===== src/hdl/sfr_pkg.sv =====
`timescale 1ns / 1ps
// Shared types, constants and the CRC-16/USB byte step for the sensor frame receiver.
// No dependencies; the top level and the checker refer to it by scoped names.
package sfr_pkg;

   // Default depth of the record FIFO.
   localparam int FIFO_DEPTH_DEF = 4;

   // Action codes carried by the request channel.
   localparam logic [1:0] ACT_BYTE = 2'd0;
   localparam logic [1:0] ACT_TICK = 2'd1;
   localparam logic [1:0] ACT_READ = 2'd2;

   // Configuration register indexes.
   localparam logic [1:0] CSR_SOF_FIRST     = 2'd0;
   localparam logic [1:0] CSR_SOF_SECOND    = 2'd1;
   localparam logic [1:0] CSR_VALUE_COUNT   = 2'd2;
   localparam logic [1:0] CSR_TIMEOUT_TICKS = 2'd3;

   localparam int CSR_INDEX_W = 2;
   localparam int CSR_DATA_W  = 16;

   // Configuration reset values.
   localparam logic [7:0]  SOF_FIRST_RST     = 8'hDD;
   localparam logic [7:0]  SOF_SECOND_RST    = 8'h16;
   localparam logic [3:0]  VALUE_COUNT_RST   = 4'd3;
   localparam logic [15:0] TIMEOUT_TICKS_RST = 16'd7500;

   // Frame layout.
   localparam logic [3:0] FRAME_LEN   = 4'd12;
   localparam logic [3:0] CRC_LEN     = 4'd10;
   localparam logic [3:0] POS_COUNT   = 4'd3;
   localparam logic [3:0] POS_CRC_LO  = 4'd10;
   localparam logic [3:0] POS_REC_LO  = 4'd2;
   localparam int         REC_BYTES   = 8;
   localparam int         REC_W       = 64;

   localparam logic [15:0] CRC_INIT = 16'hFFFF;
   localparam logic [15:0] CRC_XOR  = 16'hFFFF;
   localparam logic [15:0] CRC_POLY = 16'hA001;

   // Status of one result while it travels to the output register.
   typedef struct packed {
      logic [2:0] fifo_count;
      logic       record_valid;
      logic       frame_accepted;
      logic       frame_dropped;
   } rsp_meta_type;

   // One byte of the reflected CRC-16/USB, bit by bit.
   function automatic logic [15:0] crc16_step(input logic [15:0] crc_i,
                                              input logic [7:0]  data_i);
      logic [15:0] crc;
      crc = crc_i ^ {8'h00, data_i};
      for (int b = 0; b < 8; b++) begin
         crc = crc[0] ? ((crc >> 1) ^ CRC_POLY) : (crc >> 1);
      end
      return crc;
   endfunction

endpackage


===== src/hdl/sfr_req_if.sv =====
`timescale 1ns / 1ps
// Request channel of the sensor frame receiver: valid/ready plus one action.
// Depends on nothing.
interface sfr_req_if;
   logic       valid;
   logic       ready;
   logic [1:0] action;
   logic [7:0] rx_byte;
   logic       framing_error;

   modport source (output valid, output action, output rx_byte, output framing_error,
                   input ready);
   modport sink   (input valid, input action, input rx_byte, input framing_error,
                   output ready);
endinterface


===== src/hdl/sfr_rsp_if.sv =====
`timescale 1ns / 1ps
// Response channel of the sensor frame receiver: valid/ready plus one result.
// Depends on nothing.
interface sfr_rsp_if;
   logic        valid;
   logic        ready;
   logic [2:0]  fifo_count;
   logic [63:0] record;
   logic        record_valid;
   logic        frame_accepted;
   logic        frame_dropped;

   modport source (output valid, output fifo_count, output record, output record_valid,
                   output frame_accepted, output frame_dropped, input ready);
   modport sink   (input valid, input fifo_count, input record, input record_valid,
                   input frame_accepted, input frame_dropped, output ready);
endinterface


===== src/hdl/sfr_ram.sv =====
`timescale 1ns / 1ps
// Generic single-write, single-read RAM with a registered read port.
// Depends on nothing.
module sfr_ram #(
   parameter int WIDTH = 64,
   parameter int DEPTH = 4
) (
   input  logic                     clock,
   input  logic                     wr_en,
   input  logic [$clog2(DEPTH)-1:0] wr_addr,
   input  logic [WIDTH-1:0]         wr_data,
   input  logic                     rd_en,
   input  logic [$clog2(DEPTH)-1:0] rd_addr,
   output logic [WIDTH-1:0]         rd_data
);

   logic [WIDTH-1:0] mem_ff [DEPTH];
   logic [WIDTH-1:0] rd_data_ff;

   always_ff @(posedge clock) begin
      if (wr_en) begin
         mem_ff[wr_addr] <= wr_data;
      end
      if (rd_en) begin
         rd_data_ff <= mem_ff[rd_addr];
      end
   end

   assign rd_data = rd_data_ff;

endmodule


===== src/hdl/sensor_frame_receiver_fifo.sv =====
`timescale 1ns / 1ps
// Top level of the sensor frame receiver with its record FIFO.
// Depends on sfr_pkg, sfr_req_if, sfr_rsp_if and sfr_ram.
//
//  channel   | direction | handshake     | carries
//  ----------+-----------+---------------+----------------------------------------------
//  req_chan  | in        | valid / ready | action, rx_byte, framing_error
//  rsp_chan  | out       | valid / ready | fifo_count, record, record_valid, flags
//  csr_*     | in        | csr_we only   | csr_index, csr_wdata (four registers)
//
// One request transfer is taken every cycle while req_chan.ready is high; each gives
// exactly one response transfer, which first waits for the registered RAM read port.
// Between the request side and the response port sit two registers (a result stage that
// waits for the RAM data and the output register), so a stalled response only blocks
// requests once both are full.
// Reset is synchronous and clears the frame state, the FIFO pointers and both stages;
// the record RAM itself is never cleared, since an entry is only read after a push.
module sensor_frame_receiver_fifo #(
   parameter int FIFO_DEPTH = sfr_pkg::FIFO_DEPTH_DEF
) (
   input  logic                               clock,
   input  logic                               reset,
   sfr_req_if.sink                            req_chan,
   sfr_rsp_if.source                          rsp_chan,
   input  logic                               csr_we,
   input  logic [sfr_pkg::CSR_INDEX_W-1:0]    csr_index,
   input  logic [sfr_pkg::CSR_DATA_W-1:0]     csr_wdata
);

   localparam int PTR_W = $clog2(FIFO_DEPTH);
   localparam int CNT_W = $clog2(FIFO_DEPTH + 1);
   localparam int REC_W = sfr_pkg::REC_W;

   // Configuration registers.
   logic [7:0]  sof_first_ff, sof_second_ff;
   logic [3:0]  value_count_ff;
   logic [15:0] timeout_ticks_ff;

   always_ff @(posedge clock) begin
      if (reset) begin
         sof_first_ff     <= sfr_pkg::SOF_FIRST_RST;
         sof_second_ff    <= sfr_pkg::SOF_SECOND_RST;
         value_count_ff   <= sfr_pkg::VALUE_COUNT_RST;
         timeout_ticks_ff <= sfr_pkg::TIMEOUT_TICKS_RST;
      end else if (csr_we) begin
         unique case (csr_index)
            sfr_pkg::CSR_SOF_FIRST:     sof_first_ff     <= csr_wdata[7:0];
            sfr_pkg::CSR_SOF_SECOND:    sof_second_ff    <= csr_wdata[7:0];
            sfr_pkg::CSR_VALUE_COUNT:   value_count_ff   <= csr_wdata[3:0];
            sfr_pkg::CSR_TIMEOUT_TICKS: timeout_ticks_ff <= csr_wdata;
            default: ;
         endcase
      end
   end

   // Frame assembly state. The record bytes (frame bytes 2 to 9) are collected in place
   // as they arrive, together with the low CRC byte and the count nibble, so the final
   // check at byte twelve needs no read-back of earlier bytes. The count nibble is
   // compared against the register value current at byte twelve.
   logic [3:0]       frame_index_ff, frame_index_in;
   logic [15:0]      crc_ff, crc_in;
   logic [15:0]      timer_count_ff, timer_count_in;
   logic             timer_armed_ff, timer_armed_in;
   logic [REC_W-1:0] rec_asm_ff, rec_asm_in;
   logic [7:0]       crc_lo_ff, crc_lo_in;
   logic [3:0]       count_nib_ff, count_nib_in;

   // Record FIFO bookkeeping.
   logic [PTR_W-1:0] wr_ptr_ff, wr_ptr_in;
   logic [PTR_W-1:0] rd_ptr_ff, rd_ptr_in;
   logic [CNT_W-1:0] fill_ff, fill_in;

   // Result stage (waits for RAM data) and output register.
   logic                  s1_valid_ff, s1_valid_in;
   sfr_pkg::rsp_meta_type s1_meta_ff, s1_meta_in;
   logic                  out_valid_ff, out_valid_in;
   sfr_pkg::rsp_meta_type out_meta_ff, out_meta_in;
   logic [REC_W-1:0]      out_record_ff, out_record_in;

   logic             req_take, s1_move;
   logic             push, pop;
   logic [REC_W-1:0] ram_rd_data;

   logic [3:0]       pos, next_pos;
   logic [15:0]      crc_base, crc_step_val, crc_final, tick_count;
   logic             crc_pass;
   logic [CNT_W+2:0] fill_ext;

   // A result leaves the result stage when the output register is empty or drains.
   assign s1_move        = s1_valid_ff && (!out_valid_ff || rsp_chan.ready);
   assign req_chan.ready = !s1_valid_ff || s1_move;
   assign req_take       = req_chan.valid && req_chan.ready;

   always_comb begin
      pos          = (frame_index_ff >= sfr_pkg::FRAME_LEN) ? 4'd0 : frame_index_ff;
      next_pos     = pos + 4'd1;
      crc_base     = (pos == 4'd0) ? sfr_pkg::CRC_INIT : crc_ff;
      crc_step_val = sfr_pkg::crc16_step(crc_base, req_chan.rx_byte);
      crc_final    = crc_ff ^ sfr_pkg::CRC_XOR;
      crc_pass     = (crc_final[7:0] == crc_lo_ff) && (crc_final[15:8] == req_chan.rx_byte)
                     && (count_nib_ff == value_count_ff);
      tick_count   = timer_count_ff + 16'd1;
   end

   // Next state of the frame, timer and FIFO bookkeeping for one accepted transfer.
   always_comb begin
      frame_index_in = frame_index_ff;
      crc_in         = crc_ff;
      timer_count_in = timer_count_ff;
      timer_armed_in = timer_armed_ff;
      rec_asm_in     = rec_asm_ff;
      crc_lo_in      = crc_lo_ff;
      count_nib_in   = count_nib_ff;
      wr_ptr_in      = wr_ptr_ff;
      rd_ptr_in      = rd_ptr_ff;
      fill_in        = fill_ff;
      push           = 1'b0;
      pop            = 1'b0;
      s1_meta_in     = '0;

      if (req_take) begin
         unique case (req_chan.action)
            sfr_pkg::ACT_BYTE: begin
               // A record, low CRC or count byte is stored, and a byte ahead of the CRC field
               // is folded into the CRC, even on a framing error; only then are the checks applied.
               for (int i = 0; i < sfr_pkg::REC_BYTES; i++) begin
                  if (pos == sfr_pkg::POS_REC_LO + 4'(i)) begin
                     rec_asm_in[8*i +: 8] = req_chan.rx_byte;
                  end
               end
               if (pos == sfr_pkg::POS_CRC_LO) begin
                  crc_lo_in = req_chan.rx_byte;
               end
               if (pos == sfr_pkg::POS_COUNT) begin
                  count_nib_in = req_chan.rx_byte[7:4];
               end
               crc_in = (pos < sfr_pkg::CRC_LEN) ? crc_step_val : crc_base;

               priority if (req_chan.framing_error) begin
                  frame_index_in = 4'd0;
               end else if ((next_pos == 4'd1 && req_chan.rx_byte != sof_first_ff) ||
                            (next_pos == 4'd2 && req_chan.rx_byte != sof_second_ff)) begin
                  frame_index_in = 4'd0;
               end else if (next_pos == 4'd1) begin
                  // The first byte of a frame rearms the timeout from zero.
                  frame_index_in = next_pos;
                  timer_armed_in = 1'b1;
                  timer_count_in = 16'd0;
               end else if (next_pos >= sfr_pkg::FRAME_LEN) begin
                  frame_index_in = 4'd0;
                  if (crc_pass) begin
                     s1_meta_in.frame_accepted = 1'b1;
                     if (fill_ff == CNT_W'(FIFO_DEPTH)) begin
                        s1_meta_in.frame_dropped = 1'b1;
                     end else begin
                        push      = 1'b1;
                        wr_ptr_in = (wr_ptr_ff == PTR_W'(FIFO_DEPTH - 1)) ? '0
                                    : wr_ptr_ff + PTR_W'(1);
                        fill_in   = fill_ff + CNT_W'(1);
                     end
                  end
               end else begin
                  frame_index_in = next_pos;
               end
            end
            sfr_pkg::ACT_TICK: begin
               if (timer_armed_ff) begin
                  timer_count_in = tick_count;
                  if (tick_count >= timeout_ticks_ff) begin
                     frame_index_in = 4'd0;
                     timer_armed_in = 1'b0;
                  end
               end
            end
            sfr_pkg::ACT_READ: begin
               if (fill_ff != '0) begin
                  pop                     = 1'b1;
                  s1_meta_in.record_valid = 1'b1;
                  rd_ptr_in = (rd_ptr_ff == PTR_W'(FIFO_DEPTH - 1)) ? '0
                              : rd_ptr_ff + PTR_W'(1);
                  fill_in   = fill_ff - CNT_W'(1);
               end
            end
            default: ;
         endcase
      end

      // The reported count is the fill level after this transfer, kept to three bits.
      fill_ext              = {3'b000, fill_in};
      s1_meta_in.fifo_count = fill_ext[2:0];
   end

   // Record FIFO storage. A pop reads the entry at the read pointer; its data is registered
   // by the RAM read port and is ready while the transfer sits in the result stage.
   sfr_ram #(
      .WIDTH (REC_W),
      .DEPTH (FIFO_DEPTH)
   ) u_record_ram (
      .clock   (clock),
      .wr_en   (push),
      .wr_addr (wr_ptr_ff),
      .wr_data (rec_asm_ff),
      .rd_en   (pop),
      .rd_addr (rd_ptr_ff),
      .rd_data (ram_rd_data)
   );

   // Pipeline stage control. The result stage holds while the output is stalled, and
   // no new read is issued then, so the RAM read data stays put.
   always_comb begin
      s1_valid_in   = req_take || (s1_valid_ff && !s1_move);
      out_valid_in  = s1_move || (out_valid_ff && !rsp_chan.ready);
      out_meta_in   = s1_move ? s1_meta_ff : out_meta_ff;
      out_record_in = out_record_ff;
      if (s1_move) begin
         out_record_in = s1_meta_ff.record_valid ? ram_rd_data : '0;
      end
   end

   always_ff @(posedge clock) begin
      if (reset) begin
         frame_index_ff <= 4'd0;
         crc_ff         <= sfr_pkg::CRC_INIT;
         timer_count_ff <= 16'd0;
         timer_armed_ff <= 1'b0;
         wr_ptr_ff      <= '0;
         rd_ptr_ff      <= '0;
         fill_ff        <= '0;
         s1_valid_ff    <= 1'b0;
         out_valid_ff   <= 1'b0;
      end else begin
         frame_index_ff <= frame_index_in;
         crc_ff         <= crc_in;
         timer_count_ff <= timer_count_in;
         timer_armed_ff <= timer_armed_in;
         wr_ptr_ff      <= wr_ptr_in;
         rd_ptr_ff      <= rd_ptr_in;
         fill_ff        <= fill_in;
         s1_valid_ff    <= s1_valid_in;
         out_valid_ff   <= out_valid_in;
      end
   end

   // Payload registers carry no reset.
   always_ff @(posedge clock) begin
      rec_asm_ff    <= rec_asm_in;
      crc_lo_ff     <= crc_lo_in;
      count_nib_ff  <= count_nib_in;
      out_meta_ff   <= out_meta_in;
      out_record_ff <= out_record_in;
      if (req_take) begin
         s1_meta_ff <= s1_meta_in;
      end
   end

   assign rsp_chan.valid          = out_valid_ff;
   assign rsp_chan.fifo_count     = out_meta_ff.fifo_count;
   assign rsp_chan.record         = out_record_ff;
   assign rsp_chan.record_valid   = out_meta_ff.record_valid;
   assign rsp_chan.frame_accepted = out_meta_ff.frame_accepted;
   assign rsp_chan.frame_dropped  = out_meta_ff.frame_dropped;

endmodule


===== src/flat_wrapper.sv =====
// flat-port wrapper written by rule: the top's interface ports become plain ports
module sensor_frame_receiver_fifo_flat 
#(
   parameter int FIFO_DEPTH = sfr_pkg::FIFO_DEPTH_DEF
)
  (clock, reset, csr_we, csr_index, csr_wdata, req_chan_valid, req_chan_action, req_chan_rx_byte, req_chan_framing_error, req_chan_ready, rsp_chan_valid, rsp_chan_fifo_count, rsp_chan_record, rsp_chan_record_valid, rsp_chan_frame_accepted, rsp_chan_frame_dropped, rsp_chan_ready);
  sfr_req_if req_chan_i ();
  sfr_rsp_if rsp_chan_i ();
  input  logic clock;
  input  logic reset;
  input  logic csr_we;
  input  logic [sfr_pkg::CSR_INDEX_W-1:0] csr_index;
  input  logic [sfr_pkg::CSR_DATA_W-1:0] csr_wdata;
  input wire logic [$bits(req_chan_i.valid)-1:0] req_chan_valid;
  input wire logic [$bits(req_chan_i.action)-1:0] req_chan_action;
  input wire logic [$bits(req_chan_i.rx_byte)-1:0] req_chan_rx_byte;
  input wire logic [$bits(req_chan_i.framing_error)-1:0] req_chan_framing_error;
  output wire logic [$bits(req_chan_i.ready)-1:0] req_chan_ready;
  output wire logic [$bits(rsp_chan_i.valid)-1:0] rsp_chan_valid;
  output wire logic [$bits(rsp_chan_i.fifo_count)-1:0] rsp_chan_fifo_count;
  output wire logic [$bits(rsp_chan_i.record)-1:0] rsp_chan_record;
  output wire logic [$bits(rsp_chan_i.record_valid)-1:0] rsp_chan_record_valid;
  output wire logic [$bits(rsp_chan_i.frame_accepted)-1:0] rsp_chan_frame_accepted;
  output wire logic [$bits(rsp_chan_i.frame_dropped)-1:0] rsp_chan_frame_dropped;
  input wire logic [$bits(rsp_chan_i.ready)-1:0] rsp_chan_ready;
  assign req_chan_i.valid = req_chan_valid;
  assign req_chan_i.action = req_chan_action;
  assign req_chan_i.rx_byte = req_chan_rx_byte;
  assign req_chan_i.framing_error = req_chan_framing_error;
  assign req_chan_ready = req_chan_i.ready;
  assign rsp_chan_valid = rsp_chan_i.valid;
  assign rsp_chan_fifo_count = rsp_chan_i.fifo_count;
  assign rsp_chan_record = rsp_chan_i.record;
  assign rsp_chan_record_valid = rsp_chan_i.record_valid;
  assign rsp_chan_frame_accepted = rsp_chan_i.frame_accepted;
  assign rsp_chan_frame_dropped = rsp_chan_i.frame_dropped;
  assign rsp_chan_i.ready = rsp_chan_ready;
  sensor_frame_receiver_fifo #(.FIFO_DEPTH(FIFO_DEPTH)) u_core (.clock(clock), .reset(reset), .req_chan(req_chan_i), .rsp_chan(rsp_chan_i), .csr_we(csr_we), .csr_index(csr_index), .csr_wdata(csr_wdata));
endmodule

===== config.mk =====
export PLATFORM = sky130hd
export DESIGN_NAME = sensor_frame_receiver_fifo_flat
export DESIGN_NICKNAME = d
export VERILOG_FILES = /design/src/hdl/sfr_pkg.sv /design/src/hdl/sfr_req_if.sv /design/src/hdl/sfr_rsp_if.sv /design/src/hdl/sfr_ram.sv /design/src/hdl/sensor_frame_receiver_fifo.sv /design/src/flat_wrapper.sv
export SDC_FILE = /design/constraint.sdc
export NUM_CORES = 1
export LEC_CHECK = 0
export BUFFER_PORTS_ARGS = -buffer_cell sky130_fd_sc_hd__buf_2
export CAP_MARGIN = 30
export CORE_MARGIN = 5
export CORE_UTILIZATION = 65
export CTS_BUF_LIST = sky130_fd_sc_hd__clkbuf_2
export CTS_CLUSTER_DIAMETER = 120
export DETAILED_ROUTE_END_ITERATION = 6
export PLACE_DENSITY_LB_ADDON = 0.2
export SYNTH_ARGS = -nofsm -noshare
export SYNTH_HDL_FRONTEND = slang
export SYNTH_SLANG_ARGS = --single-unit

===== constraint.sdc =====
create_clock -name clock -period 7.3 [get_ports clock]
set_input_delay 1.46 -clock clock [delete_from_list [all_inputs] [get_ports clock]]
set_output_delay 1.46 -clock clock [all_outputs]
set_load 0.05 [all_outputs]

Word level (Yosys, flattened, before mapping) --
Memory sizes are Yosys's and may differ from the RTL's. A register that Yosys moved wholly into a read port is not among the register bits. Index checks and enable logic that the tools add are counted.
Cells by class: equal/unequal tests 29, reduce and logical (&&, ||, !) cells 43, add/sub/neg operators 6, muxes and demuxes 55, order comparisons 4, bitwise operators 17
Operators by type and width (count):
- $mux 16 | 14
- $pmux 16 s2 | 1
- $reduce_and 3->1 | 10
- $mux 4 | 7
- $mux 3 | 8
- $not 2->3 | 8
- $mux 1 | 19
- $add 16x1->16 const B | 1
- $eq 4x3->1 const B | 4
- $eq 8x8->1 | 2
- $ge 16x16->1 | 1
- $ne 8x8->1 | 2
- $not 16->16 | 1
- $xor 16x8->16 | 1
- $eq 4x2->1 const B | 3
- $eq 4x4->1 const B | 3
- $eq 2x2->1 const B | 5
- $reduce_and 2->1 | 5
- $ge 4x4->1 const B | 2
- $logic_and 1x1->1 | 8
- $pmux 4 s2 | 1
- $reduce_and 8->1 | 1
- $not 1->1 | 7
- $mux 2 | 3
- other kinds (24) | 37
Storage, ports and cells: register bits after elaboration 234, memories 1, word-level logic and storage cells 187, input bits 34, RAM bits 256
Memories:
- u_core.u_record_ram.mem_ff | words 4, bits a word 64, rd ports 1, clocked after Yosys merged registers in 1, write ports 1, RTL line sfr_ram.sv:17 | logic [WIDTH-1:0] mem_ff [DEPTH];

Depth between registers and ports, before layout --
Gate-level depths: netlist of the first run.
depth after elaboration 22, depth in mapped cells 14

Cells and area by module --
A second synthesis of the first run with hierarchy kept.
Unflattened totals: cells, all modules 1259, area, all modules 21331.7 µm²
Modules (own cells, without submodules):
- sfr_ram | cells each 402, area an instance 11263.3 µm², instances 1, sequential area each 9609.2 µm²
- sensor_frame_receiver_fifo | cells each 857, area an instance 10068.4 µm², instances 1, sequential area each 6085.8 µm²

Worst setup path before layout of the first run --
No wires, ideal clock.
path kind in2reg, start input rsp_chan_ready, end register u_core.out_meta_ff, in the netlist u_core.rsp_chan.fifo_count[0] (enable), setup time 0.507 ns, arrival 4.787 ns, cell stages on the path 2, buffers on the path 0, data required time 6.793 ns, setup slack 2.006 ns, path through and2b_1 nor2b_1
On the way: cells in the longest elaborated chain, start to end 2
Ends and longest elaborated chain:
- from (decl) | RTL line flat_wrapper.sv:25 | input wire logic [$bits(rsp_chan_i.ready)-1:0] rsp_chan_ready;
- $logic_or 1x1->1 | RTL line sensor_frame_receiver_fifo.sv:90 | assign s1_move = s1_valid_ff && (!out_valid_ff || rsp_chan.ready);
- $logic_and 1x1->1 | RTL line sensor_frame_receiver_fifo.sv:90
- via u_core.s1_move | RTL line sensor_frame_receiver_fifo.sv:80 | logic req_take, s1_move;
- to (signal assigned) | RTL line sensor_frame_receiver_fifo.sv:249 | out_meta_ff <= out_meta_in;
- to (decl) | RTL line sensor_frame_receiver_fifo.sv:77 | sfr_pkg::rsp_meta_type out_meta_ff, out_meta_in;
The timed path passes the listed nets, and every way through them passes these cells. A chain may end at the register's enable or synchronous reset.

Worst setup path in the final report of the first run --
start register u_core.frame_index_ff[2], end memory u_core.u_record_ram.mem_ff[1][3] (enable)
On the way: cells in the longest elaborated chain, start to end 12, elaborated cells between the ends (all ways) 17
Ends and longest elaborated chain:
- from (decl) | RTL line sensor_frame_receiver_fifo.sv:60 | logic [3:0] frame_index_ff, frame_index_in;
- from (signal assigned) | RTL line sensor_frame_receiver_fifo.sv:232 | frame_index_ff <= frame_index_in;
- $ge 4x4->1 | RTL line sensor_frame_receiver_fifo.sv:95 | pos = (frame_index_ff >= sfr_pkg::FRAME_LEN) ? 4'd0 : frame_index_ff;
- $mux 4 (*) | RTL line sensor_frame_receiver_fifo.sv:95
- $add 4x1->4 (*) | RTL line sensor_frame_receiver_fifo.sv:96 | next_pos = pos + 4'd1;
- $ge 4x4->1 (tied with other cells) | RTL line sensor_frame_receiver_fifo.sv:149 | end else if (next_pos >= sfr_pkg::FRAME_LEN) begin
- $mux 1 (tied with other cells) | RTL line sensor_frame_receiver_fifo.sv:149
- $mux 1 / $logic_or 1x1->1 (equally long branches) | RTL line sensor_frame_receiver_fifo.sv:144, sensor_frame_receiver_fifo.sv:141
- $mux 1 (*) | RTL line sensor_frame_receiver_fifo.sv:141 | end else if ((next_pos == 4'd1 && req_chan.rx_byte != sof_first_ff) ||
- $mux 1 (*) | RTL line sensor_frame_receiver_fifo.sv:139 | priority if (req_chan.framing_error) begin
- $mux 1 (*) | RTL line sensor_frame_receiver_fifo.sv:122 | unique case (req_chan.action)
- $mux 1 (*) | RTL line sensor_frame_receiver_fifo.sv:121 | if (req_take) begin
- $mux 1 (*) | RTL line sfr_ram.sv:21 | if (wr_en) begin
- $mux 1 (implied by the code) (*) | RTL line sfr_ram.sv:22 | mem_ff[wr_addr] <= wr_data;
- to (decl) | RTL line sfr_ram.sv:17
Every way passes the cells marked *; elsewhere a longest branch is shown, timed or not.

==> flow_summary.toml, run 1 <==
[run_status]
status = "finished, final reports clean"

[finish]
final_common_cell = "sky130_fd_sc_hd__edfxtp_1"
layout.filler_cells = 2114
drive_above_1_share = 0.264
syn_to_final_growth_pct = 10.3
final_cell_mix = "sky130_fd_sc_hd__edfxtp_1 (468), sky130_fd_sc_hd__clkbuf_2 (200), sky130_fd_sc_hd__buf_2 (105), sky130_fd_sc_hd__dfxtp_1 (80), sky130_fd_sc_hd__and2_1 (71)"
final_net_count = 1510

[pwr]
irDropWorstVdd_v = 0.000108
static-leakage-power_nw = 8.26
power_density_mw_per_mm2 = 240
total_power_mw = 5.61

[global_route]
pin_count_of_the_biggest_net_entering_global_routing = 84
grt-ovfl-total = 0
tot_gr_track_use = 0.217
grt_pass1_wl_mm = 60.8
grt_pass1_vias = 11400
antenna_found_initial = 3

[sta]
timing.setup.tns_ns = 0
setup-violations-final = 0
timing.final.hold_violations = 0
slew_headroom = 0.338
final.setup_skew_ns = 0.0747
finalWorstPathRequiredPeriod_ns = 4.67
fmax_mhz = 214
unrepaired_setup_endpoints_after_global_routing = "false"
period_share = 0.640
report.final.slew_viol_count = 0
worst_pin_slew_ns = 0.994

[min_path]
whs_endpoint = "u_core.rsp_chan.fifo_count[1]"
min-delay-path-class = "reg2reg"
min_delay_path_depth = 0
worst_hold_startpoint = "u_core.s1_meta_ff[4]"

[setup_path]
worst_r2r_path_depth = 12
slowest_stage = "sky130_fd_sc_hd__buf_4"
cp_data_required_time_ns = 7.84
critical_path.max_stage_delay_ns = 0.68
crit_buf_inv = 3
path_common_cell = "sky130_fd_sc_hd__ha_1"
timing.setup.critical_path_class = "reg2reg"
worst_setup_path_start_kind = "flop"
r2r_setup_slack_ns = 2.63
r2r_start = "u_core.frame_index_ff[2]"
regToRegEndpoint = "u_core.u_record_ram.mem_ff[1][3]"
critical_path_peak_fanout = 46
critical-path-top-delay-family = "simple AND/OR/NAND/NOR gates"
critical_path_at_ns = 5.21
element_type_at_the_critical_path_end = "flop"
path_cells = "ha_1, nand2b_1, inv_1, ha_1, ha_1, inv_1, or3_1, nor3_1, nand4_2, a211oi_2, and2_2, buf_4"

[flow_run]
max_cap_viol_count = 0

[cts]
ctsHoldBuffers = 0
number_of_buffers_created_by_cts = 132
cts_post_setup_buffers_inserted = 0
clk_pin_slew_worst_paths_ns = 0.11
cts_resized = 0
cts_tree = "yes"
insertion_delay_ns = 0.96
cts-root-buf = "sky130_fd_sc_hd__clkbuf_2"
maximum_level_of_the_cts_h_tree = 4
cts.path.max_buffers = 3
clock-sinks = 550

[yosys]
mappedNetlistArea_mm2 = 0.0212
synth_seq_area_share = 0.741
synthesis.area_per_instance_um2 = 17.0
netlist_cell_types = 58
number_of_storage_elements_in_the_synthesis_netlist = 550
yosys_most_used_dff = "sky130_fd_sc_hd__edfxtp_1"
syn-num-nets = 1313
synth_enable_flop_cells = 468
yosysWarnings = 0
async_flop_share = 0
post_synth_inst_count = 1245

[die]
initial_core_utilization = 0.655
chipWidth_um = 191
vertical_extent_of_the_die_um = 191
design.core.area_mm2 = 0.0324
design.die.area_mm2 = 0.0363
placementRows = 66
ioPinCount = 106

[route]
routed_wire_length_per_instance_um = 19.3
drt_wl_total_mm = 38.2
routed-via-count = 11100
detail_route.vias_per_cell = 5.59
route.antenna.remaining_nets = 0
firstDrtPassIters = 6
initialDrtViolationCount = 966
route.detailed.drc = 0

[placement]
gp_congestion = 0.848
place.detailed.hpwl_mm = 23.0
io_buffers = 105
## flip-flops by register name, indices dropped and copies added (netlist names), 2 cells and up
signal and flops:
u_core.rsp_chan.record 64, u_core.timer_count_ff 16, u_core.crc_ff 16, u_core.u_record_ram.rd_data 64, u_core.frame_index_ff 4, u_core.fill_ff 3
u_core.sof_second_ff 8, u_core.count_nib_ff 4, u_core.rec_asm_ff 60, u_core.timeout_ticks_ff 16, u_core.crc_lo_ff 8, u_core.rsp_chan.fifo_count 3
u_core.rd_ptr_ff 2, u_core.wr_ptr_ff 2, u_core.sof_first_ff 8, u_core.s1_meta_ff 6, u_core.value_count_ff 4, u_core.u_record_ram.mem_ff 256
## routing by layer
metal	wire length (um)	up-vias	track usage
met1	16100	5452	0.291
li1	-	5180	-
met2	19200	383	0.358
met4	622	2	0.0746
met3	2310	54	0.0500
met5	13	-	0
## synthesized netlist by cell type, types with 3 or more instances
library cell | count | area (um^2)
sky130_fd_sc_hd__a211o_1 | 18 | 158
sky130_fd_sc_hd__a211oi_1 | 3 | 22.5
sky130_fd_sc_hd__a21o_1 | 3 | 22.5
sky130_fd_sc_hd__a21oi_1 | 47 | 235
sky130_fd_sc_hd__a31oi_1 | 3 | 18.8
sky130_fd_sc_hd__and2_1 | 75 | 469
sky130_fd_sc_hd__and3_1 | 17 | 106
sky130_fd_sc_hd__buf_1 | 7 | 26.3
sky130_fd_sc_hd__buf_2 | 8 | 40.0
sky130_fd_sc_hd__buf_4 | 3 | 22.5
sky130_fd_sc_hd__clkbuf_1 | 34 | 128
sky130_fd_sc_hd__dfxtp_1 | 82 | 1640
sky130_fd_sc_hd__edfxtp_1 | 468 | 14100
sky130_fd_sc_hd__ha_1 | 34 | 425
sky130_fd_sc_hd__inv_1 | 38 | 143
sky130_fd_sc_hd__mux2i_1 | 11 | 110
sky130_fd_sc_hd__mux4_2 | 64 | 1440
sky130_fd_sc_hd__nand2_1 | 39 | 146
sky130_fd_sc_hd__nand2b_1 | 18 | 113
sky130_fd_sc_hd__nand3_1 | 16 | 80.1
sky130_fd_sc_hd__nand3b_1 | 8 | 60.1
sky130_fd_sc_hd__nand4_1 | 7 | 43.8
sky130_fd_sc_hd__nor2_1 | 56 | 210
sky130_fd_sc_hd__nor2b_1 | 12 | 75.1
sky130_fd_sc_hd__nor3_1 | 6 | 30.0
sky130_fd_sc_hd__nor4_1 | 9 | 56.3
sky130_fd_sc_hd__o211ai_1 | 5 | 37.5
sky130_fd_sc_hd__o21ai_0 | 16 | 80.1
sky130_fd_sc_hd__o21ai_1 | 8 | 40.0
sky130_fd_sc_hd__o22ai_1 | 12 | 75.1
sky130_fd_sc_hd__or3_1 | 9 | 56.3
sky130_fd_sc_hd__xnor2_1 | 43 | 377
sky130_fd_sc_hd__xor2_1 | 37 | 324
## final cells by class
class | instances | area, um^2 | share of cell area
Tap cell | 442 | 553 | 0.0237
Antenna cell | 2 | 5.00 | 0.000214
Inverter | 38 | 143 | 0.00610
Timing Repair Buffer | 118 | 636 | 0.0272
Clock buffer | 200 | 1000 | 0.0428
Sequential cell | 550 | 15700 | 0.672
Multi-Input combinational cell | 602 | 5120 | 0.219
Clock inverter | 27 | 214 | 0.00915
## cells by family (layout without fill, tap and decap cells)
| logic type | Yosys count | in the layout | synth area share |
|---|---|---|---|
| adders and majority gates | 34 | 34 | 0.0201 |
| buffers and inverters | 93 | 383 | 0.0182 |
| muxes | 75 | 75 | 0.0732 |
| xor gates and xnor gates | 83 | 83 | 0.0360 |
| AOI/OAI and AO/OA | 128 | 128 | 0.0396 |
| other | 0 | 2 | 0 |
| DFF | 550 | 550 | 0.741 |
| and+or+nand+nor | 282 | 282 | 0.0722 |
## through the flow
| step | util | area (um^2) | instances | setup slack [ns] | hold WS, ns |
|---|---|---|---|---|---|
| after global routing | 0.722 | 23400 | 1978 | 2.34 | 0.428 |
| after floorplan | - | 21200 | 1245 | 2.01 | 0.400 |
| final | 0.722 | 23400 | 1979 | 2.63 | 0.429 |
| after CTS | 0.722 | 23400 | 1977 | 2.66 | 0.432 |
| after global placement | 0.683 | 22100 | 1748 | 2.28 | 0.403 |
| after detailed placement | 0.684 | 22200 | 1750 | 2.36 | 0.410 |
## where the power goes
group,internal (mW),switching (mW),leakage [nW]
logic,0.0676,0.152,2.41
clock network,0.861,1.11,0.929
registers,3.40,0.0155,4.92
total,4.33,1.28,8.26
## worst max path at each step
stage | startpoint | end | depth (start not counted)
3_3_place_gp | req_chan_rx_byte[1] | u_core.u_record_ram.mem_ff[0][63] | 8
6_report | u_core.frame_index_ff[2] | u_core.u_record_ram.mem_ff[1][3] | 12
2_1_floorplan | rsp_chan_ready | u_core.rsp_chan.fifo_count[0] | 2
3_5_place_dp | req_chan_rx_byte[1] | u_core.u_record_ram.mem_ff[1][60] | 8
5_1_grt | u_core.frame_index_ff[3] | u_core.u_record_ram.mem_ff[1][13] | 12
4_1_cts | u_core.frame_index_ff[2] | u_core.u_record_ram.mem_ff[1][12] | 12
## worst reg2reg max path: cells and delay by family (launching register included)
family	cells	cell delay, ns
compound gates	1	0.53
fa+ha+maj	3	0.79
buf+inv	3	0.87
flops	1	0.40
simple gates	5	1.64
No activity file was read; power rests on OpenSTA's default activity.
==> inputs of run 2 (changes only) <==
--- a/config.mk
+++ b/config.mk
@@ -5,10 +5,11 @@
 export SDC_FILE = /design/constraint.sdc
 export NUM_CORES = 1
 export LEC_CHECK = 0
+export ABC_AREA = 1
 export BUFFER_PORTS_ARGS = -buffer_cell sky130_fd_sc_hd__buf_2
 export CAP_MARGIN = 30
 export CORE_MARGIN = 5
-export CORE_UTILIZATION = 65
+export CORE_UTILIZATION = 63
 export CTS_BUF_LIST = sky130_fd_sc_hd__clkbuf_2
 export CTS_CLUSTER_DIAMETER = 120
 export DETAILED_ROUTE_END_ITERATION = 6
==> constraint.sdc (replaced) <==
create_clock -name clock -period 4.73 [get_ports clock]
set_input_delay 0.946 -clock clock [delete_from_list [all_inputs] [get_ports clock]]
set_output_delay 0.946 -clock clock [all_outputs]
set_load 0.05 [all_outputs]
==> run 2 against run 1 <==
Total power is 59% higher. Largest power group unchanged. Flip-flop and latch count unchanged. Highest routed layer is now met4. Via count rose by 31%.
==> flow_summary.toml, run 2 <==
[run_status]
status = "finished, final reports clean"

[sta]
unrepaired_setup_endpoints_after_global_routing = "false"
finalWorstSetupSlack_ns = 0.962
slew_headroom = 0.326
report.final.slew_viol_count = 0
fmax_mhz = 265
period_share = 0.797
timing.final.hold_violations = 0
setup-violations-final = 0
finalWorstPathRequiredPeriod_ns = 3.77
final.setup_skew_ns = 0.107
worst_pin_slew_ns = 1.01

[route]
route.detailed.drc = 0
routed-via-count = 14500
firstDrtPassIters = 5
routed_wire_length_per_instance_um = 17.9
detail_route.vias_per_cell = 5.54
route.antenna.remaining_nets = 0
drt_wl_total_mm = 46.8
initialDrtViolationCount = 1134

[yosys]
synthesis.area_per_instance_um2 = 11.7
post_synth_inst_count = 1877
yosysWarnings = 0
netlist_cell_types = 40
synth.most_common_cell = "sky130_fd_sc_hd__edfxtp_1"
yosysTopAreaCell = "sky130_fd_sc_hd__edfxtp_1"
netlist_top_cells_area = "sky130_fd_sc_hd__edfxtp_1 (64%), sky130_fd_sc_hd__dfxtp_1 (7.5%), sky130_fd_sc_hd__nand2_1 (5.2%), sky130_fd_sc_hd__o21ai_0 (4.5%), sky130_fd_sc_hd__nor2_1 (4.1%)"
number_of_storage_elements_in_the_synthesis_netlist = 550
synth_enable_flop_cells = 468
syn-num-nets = 1945
async_flop_share = 0
synth_seq_area_share = 0.715
yosys_most_used_dff = "sky130_fd_sc_hd__edfxtp_1"
synth_largest_type_area_fraction = 0.640
mappedNetlistArea_mm2 = 0.0219
post_synth_most_frequent_cells = "sky130_fd_sc_hd__edfxtp_1 (468), sky130_fd_sc_hd__nand2_1 (304), sky130_fd_sc_hd__nor2_1 (237)"

[die]
ioPinCount = 106
initial_core_utilization = 0.637
placementRows = 68
design.die.area_mm2 = 0.0387
vertical_extent_of_the_die_um = 197
chipWidth_um = 197
design.core.area_mm2 = 0.0345

[min_path]
min-delay-path-class = "in2reg"
min_delay_path_depth = 3

[placement]
io_buffers = 105
gp_congestion = 0.898
place.detailed.hpwl_mm = 29.8
place_worst_setup_slack_ns = 0.696

[setup_path]
worst_r2r_path_depth = 14
timing.setup.critical_path_class = "reg2reg"
critical_path_at_ns = 4.47
cp_data_required_time_ns = 5.43
element_type_at_the_critical_path_end = "flop"
worst_setup_path_start_kind = "flop"
critical_path_peak_fanout = 15

[cts]
ctsHoldBuffers = 0
cts_resized = 0
cts_tree = "yes"
number_of_buffers_created_by_cts = 133
clk_pin_slew_worst_paths_ns = 0.10
cts-root-buf = "sky130_fd_sc_hd__clkbuf_2"
cts_post_setup_buffers_inserted = 0
cts.path.max_buffers = 3
clock-sinks = 550
insertion_delay_ns = 1.06
maximum_level_of_the_cts_h_tree = 4

[pwr]
static-leakage-power_nw = 9.65
power_density_mw_per_mm2 = 366
irDropWorstVdd_v = 0.000185

[finish]
syn_to_final_growth_pct = 10.9
drive_above_1_share = 0.172
registers.top_by_ff_count = "u_core.u_record_ram.mem_ff"
final_common_cell = "sky130_fd_sc_hd__edfxtp_1"
final_net_count = 2141
final_cell_mix = "sky130_fd_sc_hd__edfxtp_1 (468), sky130_fd_sc_hd__nand2_1 (304), sky130_fd_sc_hd__nor2_1 (232), sky130_fd_sc_hd__o21ai_0 (196), sky130_fd_sc_hd__inv_1 (190)"
post_route_utilization = 0.706
largest_register_ffs = 256

[global_route]
tot_gr_track_use = 0.243
antenna_found_initial = 1
grt-ovfl-total = 0
pin_count_of_the_biggest_net_entering_global_routing = 71
grt_pass1_wl_mm = 73.7
grt_pass1_vias = 14300

[flow_run]
max_cap_viol_count = 0
run 2: through the flow:
step / instance area [um^2] / TNS [ns] / hold WS (ns) / power (mW) / instances
2_1_floorplan: 21900 / -193.45 / 0.400 / 5.89 / 1877
6_report: 24300 / 0 / 0.146 / 8.91 / 2614
3_3_place_gp: 23200 / 0 / 0.415 / 6.04 / 2393
4_1_cts: 24300 / 0 / 0.0286 / 9.00 / 2613
3_5_place_dp: 23200 / 0 / 0.405 / 6.06 / 2393
5_1_grt: 24300 / 0 / 0.0489 / 9.34 / 2614
run 2: kinds of logic after synthesis:
group           count (synthesis)  synth area share
buf+inv                       270            0.0474
fa+ha+maj                      34            0.0194
compound gates                337            0.0830
flops                         550             0.715
xor+xnor                       34            0.0136
simple gates                  652             0.121
run 2: per-layer routing:
| metal | up-vias | routed length [um] | track usage |
|---|---|---|---|
| li1 | 6918 | - | - |
| met1 | 6899 | 18800 | 0.312 |
| met2 | 586 | 23800 | 0.417 |
| met3 | 71 | 3290 | 0.0484 |
| met4 | 0 | 957 | 0.0876 |
| met5 | - | 0 | 0 |
run 2: area by class of cell:
class	count	area, um^2
well taps	455	569
multi-input cells	1057	5260
clock buffers	183	916
fillers	2432	10100
diodes	1	2.50
inverters	194	728
repair buffers	137	916
flip-flops and latches	550	15700
clock inverters	37	240
run 2: final timing paths:
check	start	endpoint	slack [ns]
worst max-delay path	u_core.frame_index_ff[3]	u_core.u_record_ram.mem_ff[1][15]	0.96
worst min-delay path	csr_wdata[10]	u_core.timeout_ticks_ff[10]	0.15
worst max register to register	u_core.frame_index_ff[3]	u_core.u_record_ram.mem_ff[1][15]	0.96
worst min register to register	u_core.s1_meta_ff[4]	u_core.rsp_chan.fifo_count[1]	0.41
run 2: report_power, final:
group          switching (mW)  leakage, nW  internal (mW)
clock                    1.80        0.870           1.16
sequential             0.0472         4.93           5.30
combinational           0.448         3.85          0.162
total                    2.29         9.65           6.62
run 2: worst max-delay path: stages, from the launching register on:
cell and delay, ns:
sky130_fd_sc_hd__dfxtp_1 0.40, sky130_fd_sc_hd__ha_1 0.25, sky130_fd_sc_hd__inv_1 0.05, sky130_fd_sc_hd__nand2_1 0.16, sky130_fd_sc_hd__inv_1 0.09, sky130_fd_sc_hd__ha_1 0.21
sky130_fd_sc_hd__ha_1 0.30, sky130_fd_sc_hd__inv_1 0.07, sky130_fd_sc_hd__nor2_1 0.13, sky130_fd_sc_hd__nand2_1 0.09, sky130_fd_sc_hd__nor2_1 0.20, sky130_fd_sc_hd__nor2b_1 0.21
sky130_fd_sc_hd__nand3_1 0.32, sky130_fd_sc_hd__nor2_4 0.64, sky130_fd_sc_hd__buf_4 0.32
